===== config.mk =====
export PLATFORM = sky130hd
export DESIGN_NAME = interval_map_range_assign_core
export DESIGN_NICKNAME = d
export VERILOG_FILES = /design/src/rtl/imb_pkg.sv /design/src/rtl/imb_store.sv /design/src/rtl/imb_seq.sv /design/src/rtl/interval_map_range_assign_core.sv
export SDC_FILE = /design/constraint.sdc
export NUM_CORES = 2
export LEC_CHECK = 0
export ABC_CLOCK_PERIOD_IN_PS = 14700
export BUFFER_PORTS_ARGS = -buffer_cell sky130_fd_sc_hd__buf_2
export CORE_UTILIZATION = 50
export CTS_BUF_LIST = sky130_fd_sc_hd__clkbuf_4 sky130_fd_sc_hd__clkbuf_8 sky130_fd_sc_hd__clkbuf_16
export CTS_CLUSTER_DIAMETER = 120
export CTS_CLUSTER_SIZE = 40
export DETAILED_ROUTE_END_ITERATION = 10
export PLACE_DENSITY = 0.64
export REMOVE_ABC_BUFFERS = 1
export SLEW_MARGIN = 20
export SYNTH_ARGS = -nofsm -noshare
export SYNTH_HDL_FRONTEND = slang
export SYNTH_SLANG_ARGS = --single-unit

===== constraint.sdc =====
create_clock -name i_clk -period 14.7 [get_ports i_clk]
set_clock_uncertainty 0.15 [all_clocks]
set_input_delay 2.205 -clock i_clk [delete_from_list [all_inputs] [get_ports i_clk]]
set_output_delay 2.205 -clock i_clk [all_outputs]
set_load 0.05 [all_outputs]

===== src/rtl/imb_pkg.sv =====
// types, constants and helpers for the interval map core
package imb_pkg;
    localparam int TABLE_DEPTH = 64;
    localparam int KEY_WIDTH   = 16;
    localparam int VALUE_WIDTH = 8;
    localparam int ADDR_W      = (TABLE_DEPTH > 1) ? $clog2(TABLE_DEPTH) : 1;
    localparam int CNT_W       = $clog2(TABLE_DEPTH + 3);

    typedef logic [1:0] t_status;
    localparam t_status ST_DONE  = 2'd0;
    localparam t_status ST_EMPTY = 2'd1;
    localparam t_status ST_FULL  = 2'd2;

    localparam logic REQ_ASSIGN = 1'b0;
    localparam logic REQ_LOOKUP = 1'b1;

    typedef enum logic {S_IDLE, S_SCAN} t_state;
    typedef enum logic [1:0] {PH_LOW, PH_MID, PH_HIGH} t_phase;

    typedef struct packed {
        logic [KEY_WIDTH-1:0]   key;
        logic [VALUE_WIDTH-1:0] val;
    } t_entry;

    typedef struct packed {
        logic            en;
        logic [ADDR_W:0] addr;
        t_entry          data;
    } t_wr_port;

    function automatic logic [KEY_WIDTH-1:0] order_key(input logic [KEY_WIDTH-1:0] k);
        order_key = {~k[KEY_WIDTH-1], k[KEY_WIDTH-2:0]};
    endfunction
endpackage


===== src/rtl/imb_store.sv =====
// two-bank breakpoint table memory, one write and one registered read per cycle
module imb_store import imb_pkg::*; (
    input  logic            i_clk,
    input  t_wr_port        i_wr,
    input  logic [ADDR_W:0] i_rd_addr,
    output t_entry          o_rd_data
);
    t_entry r_mem [2*TABLE_DEPTH];
    t_entry r_rd;

    always_ff @(posedge i_clk) begin
        if (i_wr.en) begin
            r_mem[i_wr.addr] <= i_wr.data;
        end
        r_rd <= r_mem[i_rd_addr];
    end

    assign o_rd_data = r_rd;
endmodule


===== src/rtl/imb_seq.sv =====
// request sequencer with the shared key comparator
module imb_seq import imb_pkg::*; (
    input  logic                   i_clk,
    input  logic                   i_rst_n,
    input  logic                   start,
    input  logic                   i_req_type,
    input  logic [KEY_WIDTH-1:0]   i_key_begin,
    input  logic [KEY_WIDTH-1:0]   i_key_end,
    input  logic [VALUE_WIDTH-1:0] i_assign_value,
    input  logic [KEY_WIDTH-1:0]   i_lookup_key,
    input  logic                   i_cfg_valid,
    input  logic [VALUE_WIDTH-1:0] i_cfg_data,
    input  t_entry                 i_rd_data,
    output logic [ADDR_W:0]        o_rd_addr,
    output t_wr_port               o_wr,
    output logic                   busy,
    output logic                   o_result_strobe,
    output logic [VALUE_WIDTH-1:0] o_read_value,
    output t_status                o_status
);
    t_state                 r_state, n_state;
    t_phase                 r_phase, n_phase;
    logic                   r_type, n_type;
    logic [KEY_WIDTH-1:0]   r_kb, n_kb, r_ke, n_ke, r_lk, n_lk;
    logic [VALUE_WIDTH-1:0] r_val, n_val, r_before, n_before, r_at_end, n_at_end;
    logic [VALUE_WIDTH-1:0] r_init, n_init;
    logic [CNT_W-1:0]       r_idx, n_idx, r_n, n_n, r_count, n_count;
    logic                   r_bank, n_bank;
    logic                   r_strobe, n_strobe;
    logic [VALUE_WIDTH-1:0] r_rv, n_rv;
    t_status                r_st, n_st;
    logic [KEY_WIDTH-1:0]   cmp_b;
    logic                   cmp_lt, cmp_le, have, room;
    logic [KEY_WIDTH-1:0]   kb_in, ke_in;

    always_ff @(posedge i_clk) begin
        if (!i_rst_n) begin
            r_state  <= S_IDLE;
            r_phase  <= PH_LOW;
            r_idx    <= '0;
            r_n      <= '0;
            r_count  <= '0;
            r_bank   <= 1'b0;
            r_strobe <= 1'b0;
            r_init   <= '0;
        end else begin
            r_state  <= n_state;
            r_phase  <= n_phase;
            r_idx    <= n_idx;
            r_n      <= n_n;
            r_count  <= n_count;
            r_bank   <= n_bank;
            r_strobe <= n_strobe;
            r_init   <= n_init;
        end
    end

    always_ff @(posedge i_clk) begin
        r_type   <= n_type;
        r_kb     <= n_kb;
        r_ke     <= n_ke;
        r_lk     <= n_lk;
        r_val    <= n_val;
        r_before <= n_before;
        r_at_end <= n_at_end;
        r_rv     <= n_rv;
        r_st     <= n_st;
    end

    // shared comparator
    always_comb begin
        if (r_type == REQ_LOOKUP) begin
            cmp_b = r_lk;
        end else if (r_phase == PH_LOW) begin
            cmp_b = r_kb;
        end else begin
            cmp_b = r_ke;
        end
        cmp_lt = i_rd_data.key < cmp_b;
        cmp_le = cmp_lt || (i_rd_data.key == cmp_b);
    end

    assign have  = r_idx < r_count;
    assign room  = r_n < CNT_W'(TABLE_DEPTH);
    assign kb_in = order_key(i_key_begin);
    assign ke_in = order_key(i_key_end);

    always_comb begin
        n_state  = r_state;
        n_phase  = r_phase;
        n_type   = r_type;
        n_kb     = r_kb;
        n_ke     = r_ke;
        n_lk     = r_lk;
        n_val    = r_val;
        n_before = r_before;
        n_at_end = r_at_end;
        n_idx    = r_idx;
        n_n      = r_n;
        n_count  = r_count;
        n_bank   = r_bank;
        n_strobe = 1'b0;
        n_rv     = r_rv;
        n_st     = r_st;
        n_init   = r_init;
        o_wr.en   = 1'b0;
        o_wr.addr = {~r_bank, r_n[ADDR_W-1:0]};
        o_wr.data = i_rd_data;
        if (i_cfg_valid) begin
            n_init = i_cfg_data;
        end
        case (r_state)
            S_IDLE: begin
                n_idx = '0;
                if (start) begin
                    n_type   = i_req_type;
                    n_kb     = kb_in;
                    n_ke     = ke_in;
                    n_lk     = order_key(i_lookup_key);
                    n_val    = i_assign_value;
                    n_before = r_init;
                    n_at_end = r_init;
                    n_n      = '0;
                    n_phase  = PH_LOW;
                    if (i_req_type == REQ_ASSIGN && !(kb_in < ke_in)) begin
                        n_strobe = 1'b1;
                        n_rv     = '0;
                        n_st     = ST_EMPTY;
                    end else begin
                        n_state = S_SCAN;
                    end
                end
            end
            S_SCAN: begin
                if (r_type == REQ_LOOKUP) begin
                    if (have && cmp_le) begin
                        n_at_end = i_rd_data.val;
                        n_idx    = r_idx + CNT_W'(1);
                    end else begin
                        n_strobe = 1'b1;
                        n_rv     = r_at_end;
                        n_st     = ST_DONE;
                        n_state  = S_IDLE;
                        n_idx    = '0;
                    end
                end else begin
                    case (r_phase)
                        PH_LOW: begin
                            if (have && cmp_lt) begin
                                o_wr.en  = room;
                                n_n      = r_n + CNT_W'(1);
                                n_before = i_rd_data.val;
                                n_at_end = i_rd_data.val;
                                n_idx    = r_idx + CNT_W'(1);
                            end else begin
                                if (r_val != r_before) begin
                                    o_wr.en   = room;
                                    o_wr.data = '{key: r_kb, val: r_val};
                                    n_n       = r_n + CNT_W'(1);
                                end
                                n_phase = PH_MID;
                            end
                        end
                        PH_MID: begin
                            if (have && cmp_le) begin
                                n_at_end = i_rd_data.val;
                                n_idx    = r_idx + CNT_W'(1);
                            end else begin
                                if (r_at_end != r_val) begin
                                    o_wr.en   = room;
                                    o_wr.data = '{key: r_ke, val: r_at_end};
                                    n_n       = r_n + CNT_W'(1);
                                end
                                n_phase = PH_HIGH;
                            end
                        end
                        PH_HIGH: begin
                            if (have) begin
                                o_wr.en = room;
                                n_n     = r_n + CNT_W'(1);
                                n_idx   = r_idx + CNT_W'(1);
                            end else begin
                                n_strobe = 1'b1;
                                n_rv     = '0;
                                n_state  = S_IDLE;
                                n_idx    = '0;
                                if (r_n > CNT_W'(TABLE_DEPTH)) begin
                                    n_st = ST_FULL;
                                end else begin
                                    n_st    = ST_DONE;
                                    n_bank  = ~r_bank;
                                    n_count = r_n;
                                end
                            end
                        end
                        default: begin
                            n_state = S_IDLE;
                        end
                    endcase
                end
            end
            default: begin
                n_state = S_IDLE;
            end
        endcase
    end

    assign o_rd_addr       = {n_bank, n_idx[ADDR_W-1:0]};
    assign busy            = (r_state != S_IDLE);
    assign o_result_strobe = r_strobe;
    assign o_read_value    = r_rv;
    assign o_status        = r_st;
endmodule


===== src/rtl/interval_map_range_assign_core.sv =====
// top level of the interval map range assignment core
//
// channel   | direction | handshake
// request   | in        | start high while busy low
// result    | out       | o_result_strobe, one cycle
// config    | in        | i_cfg_valid and o_cfg_ready
//
// a lookup scans the breakpoints at or below the key, then answers
// an assign walks the breakpoints below, inside and above the range,
// one breakpoint per cycle through the single table read port
// an empty range answers in the cycle after its transfer
// reset clears the breakpoint count and initial_value, no clearing pass
// results cannot be stalled, busy stays high until the strobe cycle
module interval_map_range_assign_core import imb_pkg::*; (
    input  logic                          i_clk,
    input  logic                          i_rst_n,
    input  logic                          start,
    output logic                          busy,
    input  logic                          i_req_type,
    input  logic signed [KEY_WIDTH-1:0]   i_key_begin,
    input  logic signed [KEY_WIDTH-1:0]   i_key_end,
    input  logic [VALUE_WIDTH-1:0]        i_assign_value,
    input  logic signed [KEY_WIDTH-1:0]   i_lookup_key,
    output logic                          o_result_strobe,
    output logic [VALUE_WIDTH-1:0]        o_read_value,
    output logic [1:0]                    o_status,
    input  logic                          i_cfg_valid,
    output logic                          o_cfg_ready,
    input  logic [VALUE_WIDTH-1:0]        i_cfg_data
);
    t_wr_port        wr;
    logic [ADDR_W:0] rd_addr;
    t_entry          rd_data;

    assign o_cfg_ready = 1'b1;

    imb_store u_store (
        .i_clk     (i_clk),
        .i_wr      (wr),
        .i_rd_addr (rd_addr),
        .o_rd_data (rd_data)
    );

    imb_seq u_seq (
        .i_clk           (i_clk),
        .i_rst_n         (i_rst_n),
        .start           (start),
        .i_req_type      (i_req_type),
        .i_key_begin     (i_key_begin),
        .i_key_end       (i_key_end),
        .i_assign_value  (i_assign_value),
        .i_lookup_key    (i_lookup_key),
        .i_cfg_valid     (i_cfg_valid),
        .i_cfg_data      (i_cfg_data),
        .i_rd_data       (rd_data),
        .o_rd_addr       (rd_addr),
        .o_wr            (wr),
        .busy            (busy),
        .o_result_strobe (o_result_strobe),
        .o_read_value    (o_read_value),
        .o_status        (o_status)
    );
endmodule


======== Yosys cells after proc, flatten, opt, wreduce, memory -nomap -nowiden ========
Memories as Yosys holds them, arrays and structs flattened. A register that Yosys moved wholly into a read port is not among the register bits.
Index checks and enable logic that the tools add are counted.
W data, S select, Z words.
word-level totals
  word-level logic and storage cells ...... 158
  RAM bits ................................ 3,072
  bits of input ports ..................... 69
  memories ................................ 1
  register bits ........................... 117
memory list
  name           words  bits a word  rd ports  clocked after Yosys merged registers in  wr ports  line            RTL
  u_store.r_mem  128    24           1         1                                        1         imb_store.sv:8  t_entry r_mem [2*TABLE_DEPTH];
operators by class
  multiplexer cells ....................... 84
  reduce and logical (&&, ||, !) cells .... 15
  eq/ne operators ......................... 24
  $add $sub $neg .......................... 2
  bitwise logic cells ..................... 9
  magnitude comparators ................... 5
operators with widths
  cell                   count
  $mux W24               6
  $mux W8                12
  $mux W7                12
  $pmux W8 S2            4
  $pmux W24 S2           1
  $pmux W7 S3            2
  $lt A16 B16 Y1         2
  $mux W16               2
  $pmux W7 S2            2
  $mux W1                25
  $ne A3 B3 Y1 const B   8
  $mux W2                11
  $ne A4 B4 Y1 const B   5
  $eq A16 B16 Y1         1
  $ne A8 B8 Y1           2
  $reduce_and A5 Y1      3
  $add A7 B1 Y7 const B  2
  $pmux W2 S2            3
  $not A1 Y1             9
  $ne A2 B2 Y1 const B   4
  $gt A7 B7 Y1 const B   1
  $lt A7 B7 Y1           1
  $lt A7 B7 Y1 const B   1
  $reduce_and A7 Y1      1
  other kinds (14)       19

======== Longest topological paths before layout ========
  word-level depth ........................ 12
  depth in mapped cells ................... 30
  depth with buffers taken out ............ 22

======== Hierarchy ========
Synthesis repeated with hierarchy kept, for this count alone.
second synthesis, totals
  cell total of the unflattened synthesis .. 5,197
  area total of the unflattened synthesis .. 124,232.9 µm²
modules (own cells, without submodules)
  module                          cells an instance  times used  area an instance (µm²)  sequential area each (µm²)
  imb_store                       4,538              1           117,381.3               92,728.9
  imb_seq                         657                1           6,840.3                 3,173.0
  interval_map_range_assign_core  2                  1           11.3                    0.0

======== Least setup slack after synthesis ========
Ideal clock, no wire load.
  kind .................................... register to register
  start ................................... register u_seq.r_phase[0]
  end ..................................... memory u_store.r_mem[0][10] (netlist bit) (data pin)
  slack ................................... 4.098 ns
  arrival ................................. 9.255 ns
  cell stages (with the launch flop) ...... 21
  data required time ...................... 13.353 ns
  cells stage by stage .................... dfxtp_1 -> inv_1 -> ha_1 -> clkbuf_1 -> buf_1 -> clkbuf_1 -> mux2i_1 -> nor2_1 -> a21oi_1 -> ha_1 -> nand4_1 -> or3_1 -> a21o_1 -> and3_1 -> o21ai_1 -> o21ai_1 -> clkbuf_1 -> mux2i_1 -> nor2_1 -> a21oi_1 -> o21ai_0
RTL lines
  what                    line            RTL
  from (decl)             imb_seq.sv:22   t_phase r_phase, n_phase;
  from (signal assigned)  imb_seq.sv:48   r_phase <= n_phase;
  to (decl)               imb_store.sv:8

======== Worst setup path after layout ========
  start ................................... register u_seq.r_phase[1]
  end ..................................... register, netlist name u_store.o_rd_data[13]
between the ends
  longest elaborated chain between the ends .. 10
  elaborated cells on any way between the ends .. 19
ends and longest elaborated chain
  what                                              line                            RTL
  $logic_not A2 Y1                                  imb_seq.sv:74, imb_seq.sv:147
  $mux W16                                          imb_seq.sv:74                   end else if (r_phase == PH_LOW) begin
  $mux W16                                          imb_seq.sv:72                   if (r_type == REQ_LOOKUP) begin
  $lt A16 B16 Y1 or $eq A16 B16 Y1 (tied branches)  imb_seq.sv:79, imb_seq.sv:80
  $logic_or A1 B1 Y1                                imb_seq.sv:80                   cmp_le = cmp_lt || (i_rd_data.key == cmp_b);
  $logic_and A1 B1 Y1                               imb_seq.sv:136, imb_seq.sv:165
  $mux W7                                           imb_seq.sv:165                  if (have && cmp_le) begin
  $pmux W7 S3                                       imb_seq.sv:147                  case (r_phase)
  $mux W7                                           imb_seq.sv:135                  if (r_type == REQ_LOOKUP) begin
  $pmux W7 S2                                       imb_seq.sv:112                  case (r_state)
Several ways; a longest one is shown, not always the timed one. The select of a mux whose other input is x is not followed.
A chain may end at the register's enable or synchronous reset.

==> impl_metrics.xml <==
<?xml version="1.0" encoding="UTF-8"?>
<metrics>
  <group name="route">
    <metric name="vias_per_cell" unit="">6.65</metric>
    <metric name="routedWlPerCell" unit="um">36.1</metric>
    <metric name="antenna_violating_nets_post_route" unit="">0</metric>
    <metric name="vias" unit="">68800</metric>
    <metric name="first_pass_iters" unit="">7</metric>
    <metric name="drc" unit="">0</metric>
    <metric name="wirelength" unit="um">373000</metric>
    <metric name="drtIter0Drc" unit="">10600</metric>
  </group>
  <group name="die">
    <metric name="die_area" unit="um^2">254000</metric>
    <metric name="initial_utilization" unit="">0.505</metric>
    <metric name="chipWidth" unit="um">504</metric>
    <metric name="placeableCoreArea" unit="um^2">250000</metric>
    <metric name="die_height" unit="um">504</metric>
    <metric name="rows" unit="">183</metric>
    <metric name="io-pin-count" unit="">82</metric>
  </group>
  <group name="cts">
    <metric name="ctsLongestPathBuffers" unit="">3</metric>
    <metric name="insertion_delay" unit="ps">850</metric>
    <metric name="clock_tree_from_tritoncts" unit="">done</metric>
    <metric name="cts-htree-levels" unit="">3</metric>
    <metric name="cts.repair_timing.setup_buffer_count" unit="">0</metric>
    <metric name="cts_hold_bufs" unit="">0</metric>
    <metric name="tritoncts.num_buffers" unit="">90</metric>
    <metric name="numClockSinks" unit="">3213</metric>
    <metric name="cts.clk_slew.worst_paths" unit="ps">150</metric>
    <metric name="root_buffer" unit="">clkbuf_16</metric>
    <metric name="cts.repair.resized" unit="">0</metric>
  </group>
  <group name="critical_path">
    <metric name="timing.critical_path.arrival" unit="ps">10010</metric>
    <metric name="critPathCaptureType" unit="">flop</metric>
    <metric name="crit_type" unit="">flop to flop</metric>
    <metric name="worstPathMaxFanout" unit="">39</metric>
    <metric name="required_time_of_the_worst_setup_path" unit="ps">15210</metric>
    <metric name="worst_setup_path_start_kind" unit="">flop</metric>
  </group>
  <group name="power_and_ir_drop">
    <metric name="ir_worst_vdd" unit="V">0.0000929</metric>
    <metric name="power.static_leakage" unit="nW">41.9</metric>
    <metric name="p_per_area" unit="nW/um^2">107</metric>
  </group>
  <group name="synthesis">
    <metric name="ys_ff_latch" unit="">3213</metric>
    <metric name="fraction_of_the_yosys_area_taken_by_sequential_cells" unit="">0.761</metric>
    <metric name="synth.yosys.warnings" unit="">0</metric>
    <metric name="cells_after_synthesis" unit="">6840</metric>
    <metric name="syn_area" unit="um^2">126000</metric>
    <metric name="synth_cell_types" unit="">77</metric>
    <metric name="dominantRegCellSynth" unit="">edfxtp_1</metric>
    <metric name="synth_async_sr_flop_share" unit="">0</metric>
    <metric name="count_of_flip_flops_with_a_built_in_enable_after_synthesis" unit="">3155</metric>
    <metric name="synthesis.area_per_instance" unit="um^2">18.4</metric>
  </group>
  <group name="timing">
    <metric name="setup_slack" unit="ps">5200</metric>
    <metric name="fin_crit" unit="ps">9500</metric>
    <metric name="timing.slew.headroom" unit="">0.181</metric>
    <metric name="timing.final.setup_violations" unit="">0</metric>
    <metric name="max_freq" unit="MHz">105</metric>
    <metric name="maxSlewViolCount" unit="">0</metric>
    <metric name="hold_viol" unit="">0</metric>
    <metric name="tightestPinTransition" unit="ps">1220</metric>
    <metric name="grt_setup_unrepaired" unit="">no</metric>
    <metric name="worst_hold_slack" unit="ps">342</metric>
    <metric name="timing.final.crit_share" unit="">0.646</metric>
  </group>
  <group name="cells_and_area">
    <metric name="num-nets-final" unit="">7047</metric>
    <metric name="seqCellArea" unit="um^2">95900</metric>
    <metric name="fillerInstances" unit="">19300</metric>
    <metric name="areaGrowthSynthToFinish" unit="%">7.16</metric>
    <metric name="multi_input_area" unit="um^2">29100</metric>
    <metric name="layout_cells_sized_above_1" unit="">0.202</metric>
  </group>
  <group name="grt">
    <metric name="vias_in_the_first_global_route" unit="">65700</metric>
    <metric name="antenna_violations_before_repair" unit="">27</metric>
    <metric name="grt.overflow.total" unit="">0</metric>
    <metric name="grt_usage" unit="">0.290</metric>
    <metric name="maximum_number_of_pins_on_one_net_before_global_route_repair" unit="">124</metric>
    <metric name="grt_pass1_wl" unit="um">517000</metric>
  </group>
  <group name="place">
    <metric name="pre_cts_slack" unit="ps">5320</metric>
    <metric name="io_buffers" unit="">80</metric>
    <metric name="gp_congestion" unit="">0.896</metric>
    <metric name="dpl.hpwl" unit="um">218000</metric>
  </group>
  <group name="hold_path">
    <metric name="worstHoldPathType" unit="">flop to flop</metric>
  </group>
  <group name="job">
    <metric name="drv_cap" unit="">0</metric>
  </group>
  <group name="outcome">
    <metric name="outcome" unit="">completed</metric>
  </group>
</metrics>
worst paths after layout:
check                                startpoint  slack, ps  cells past startpoint                       endpoint
hold / removal    u_seq.r_count[6]$_SDFFE_PN0P_        340                      2  u_seq.r_count[6]$_SDFFE_PN0P_
setup reg to reg  u_seq.r_phase[1]$_SDFFE_PN0P_       5200                     25  u_store.o_rd_data[13]$_DFF_P_
setup / recovery  u_seq.r_phase[1]$_SDFFE_PN0P_       5200                     25  u_store.o_rd_data[13]$_DFF_P_
hold reg to reg   u_seq.r_count[6]$_SDFFE_PN0P_        340                      2  u_seq.r_count[6]$_SDFFE_PN0P_
synthesized netlist by cell type (all sizes together), types with 29 or more instances:
master  instances  area, um^2
nor2          231         880
and3           40         250
mux2           48         541
a21oi         138         691
mux2i         199        1990
clkbuf        137         514
edfxtp       3155       94700
a31oi          49         307
nor2b          33         206
buf           258        1410
a22oi          43         323
inv            38         143
nand2         903        3390
ha             45         563
a311oi         45         394
o21ai          93         465
nand4          58         369
dfxtp          58        1160
nand3         302        1510
o211ai         29         223
a32oi          61         534
mux4          584       13200
cell families after synthesis:
family          synth area share
compound gates            0.0361
buf+inv                   0.0165
fa+ha+maj                0.00447
xor+xnor                 0.00167
mux                        0.124
simple gates              0.0564
flops                      0.761
other cells            0.0000297
cell usage in the layout, fill, tap and decap left out, types with 54 or more instances in the layout:
master | Yosys | layout
buf_4 | 54 | 295
nor2_2 | 2 | 138
nand3_1 | 302 | 299
clkbuf_4 | 0 | 54
mux2i_1 | 199 | 199
clkbuf_16 | 0 | 92
nor2_1 | 228 | 85
a32oi_1 | 61 | 61
edfxtp_1 | 3155 | 3155
mux4_2 | 584 | 584
buf_2 | 128 | 81
a21oi_1 | 138 | 138
nand4_1 | 57 | 57
o21ai_0 | 88 | 61
dfxtp_1 | 58 | 58
nand2_1 | 903 | 903
final cells by class:
class / instances / area share
timing repair buffer: 396 / 0.0221
inverter: 39 / 0.00108
multi-input combinational: 3193 / 0.215
sequential: 3213 / 0.710
tap: 3330 / 0.0308
clock buffer: 146 / 0.0200
antenna: 9 / 0.000167
clock inverter: 8 / 0.000722
worst max-delay path, cell delays in order (launching register included):
cell and delay, ps:
dfxtp_1 370, inv_1 100, ha_2 470, buf_4 490, mux2i_1 170, nor2_1 110
a21oi_1 60, ha_1 340, nand4_1 160, or3_1 370, a21o_1 210, and3_1 230
o21ai_1 460, inv_1 180, ha_1 320, o21bai_1 60, a32oi_1 290, o211a_4 770
buf_4 780, buf_4 620, mux4_2 570, nand2_1 80, a32oi_1 160, a221o_1 470
o21ai_0 960, o311ai_1 250
layer usage:
| metal | routed length, um | track usage | vias to the layer above |
|---|---|---|---|
| met5 | 116 | 0 | - |
| met2 | 171000 | 0.446 | 4203 |
| met1 | 144000 | 0.408 | 36500 |
| li1 | - | - | 27500 |
| met4 | 16800 | 0.115 | 16 |
| met3 | 40500 | 0.0607 | 567 |
report_power, final:
part / switching, mW / internal, mW / total, mW / leakage (nW)
logic: 0.298 / 0.0734 / 0.371 / 11.6
registers: 0.0222 / 10.1 / 10.1 / 28.9
clock network: 2.60 / 1.31 / 3.91 / 1.43
total: 2.92 / 11.5 / 14.4 / 41.9
registers in the layout, summed over array words and instances (netlist names), 2 cells and up:
register,count
u_store.r_mem,3072
u_seq.r_ke,16
u_seq.o_read_value,8
u_seq.r_count,7
u_seq.r_lk,16
u_seq.r_init,8
u_seq.r_n,7
u_store.o_rd_data,24
u_seq.r_idx,7
u_seq.r_phase,2
u_seq.r_val,8
u_seq.r_at_end,8
u_seq.r_before,8
u_seq.o_status,2
u_seq.r_kb,16
metrics by stage:
| stage | setup TNS (ps) | std cells | power (mW) | cell area (um^2) | utilization |
|---|---|---|---|---|---|
| 2_1_floorplan | -467470 | 6445 | 10.6 | 124000 | - |
| 3_3_place_gp | 0 | 10200 | 10.7 | 132000 | 0.529 |
| 3_5_place_dp | 0 | 10200 | 10.7 | 132000 | 0.530 |
| 4_1_cts | 0 | 10300 | 14.4 | 135000 | 0.541 |
| 5_1_grt | 0 | 10300 | 14.7 | 135000 | 0.541 |
| 6_report | 0 | 10300 | 14.4 | 135000 | 0.541 |
No activity file was read; power rests on OpenSTA's default activity.
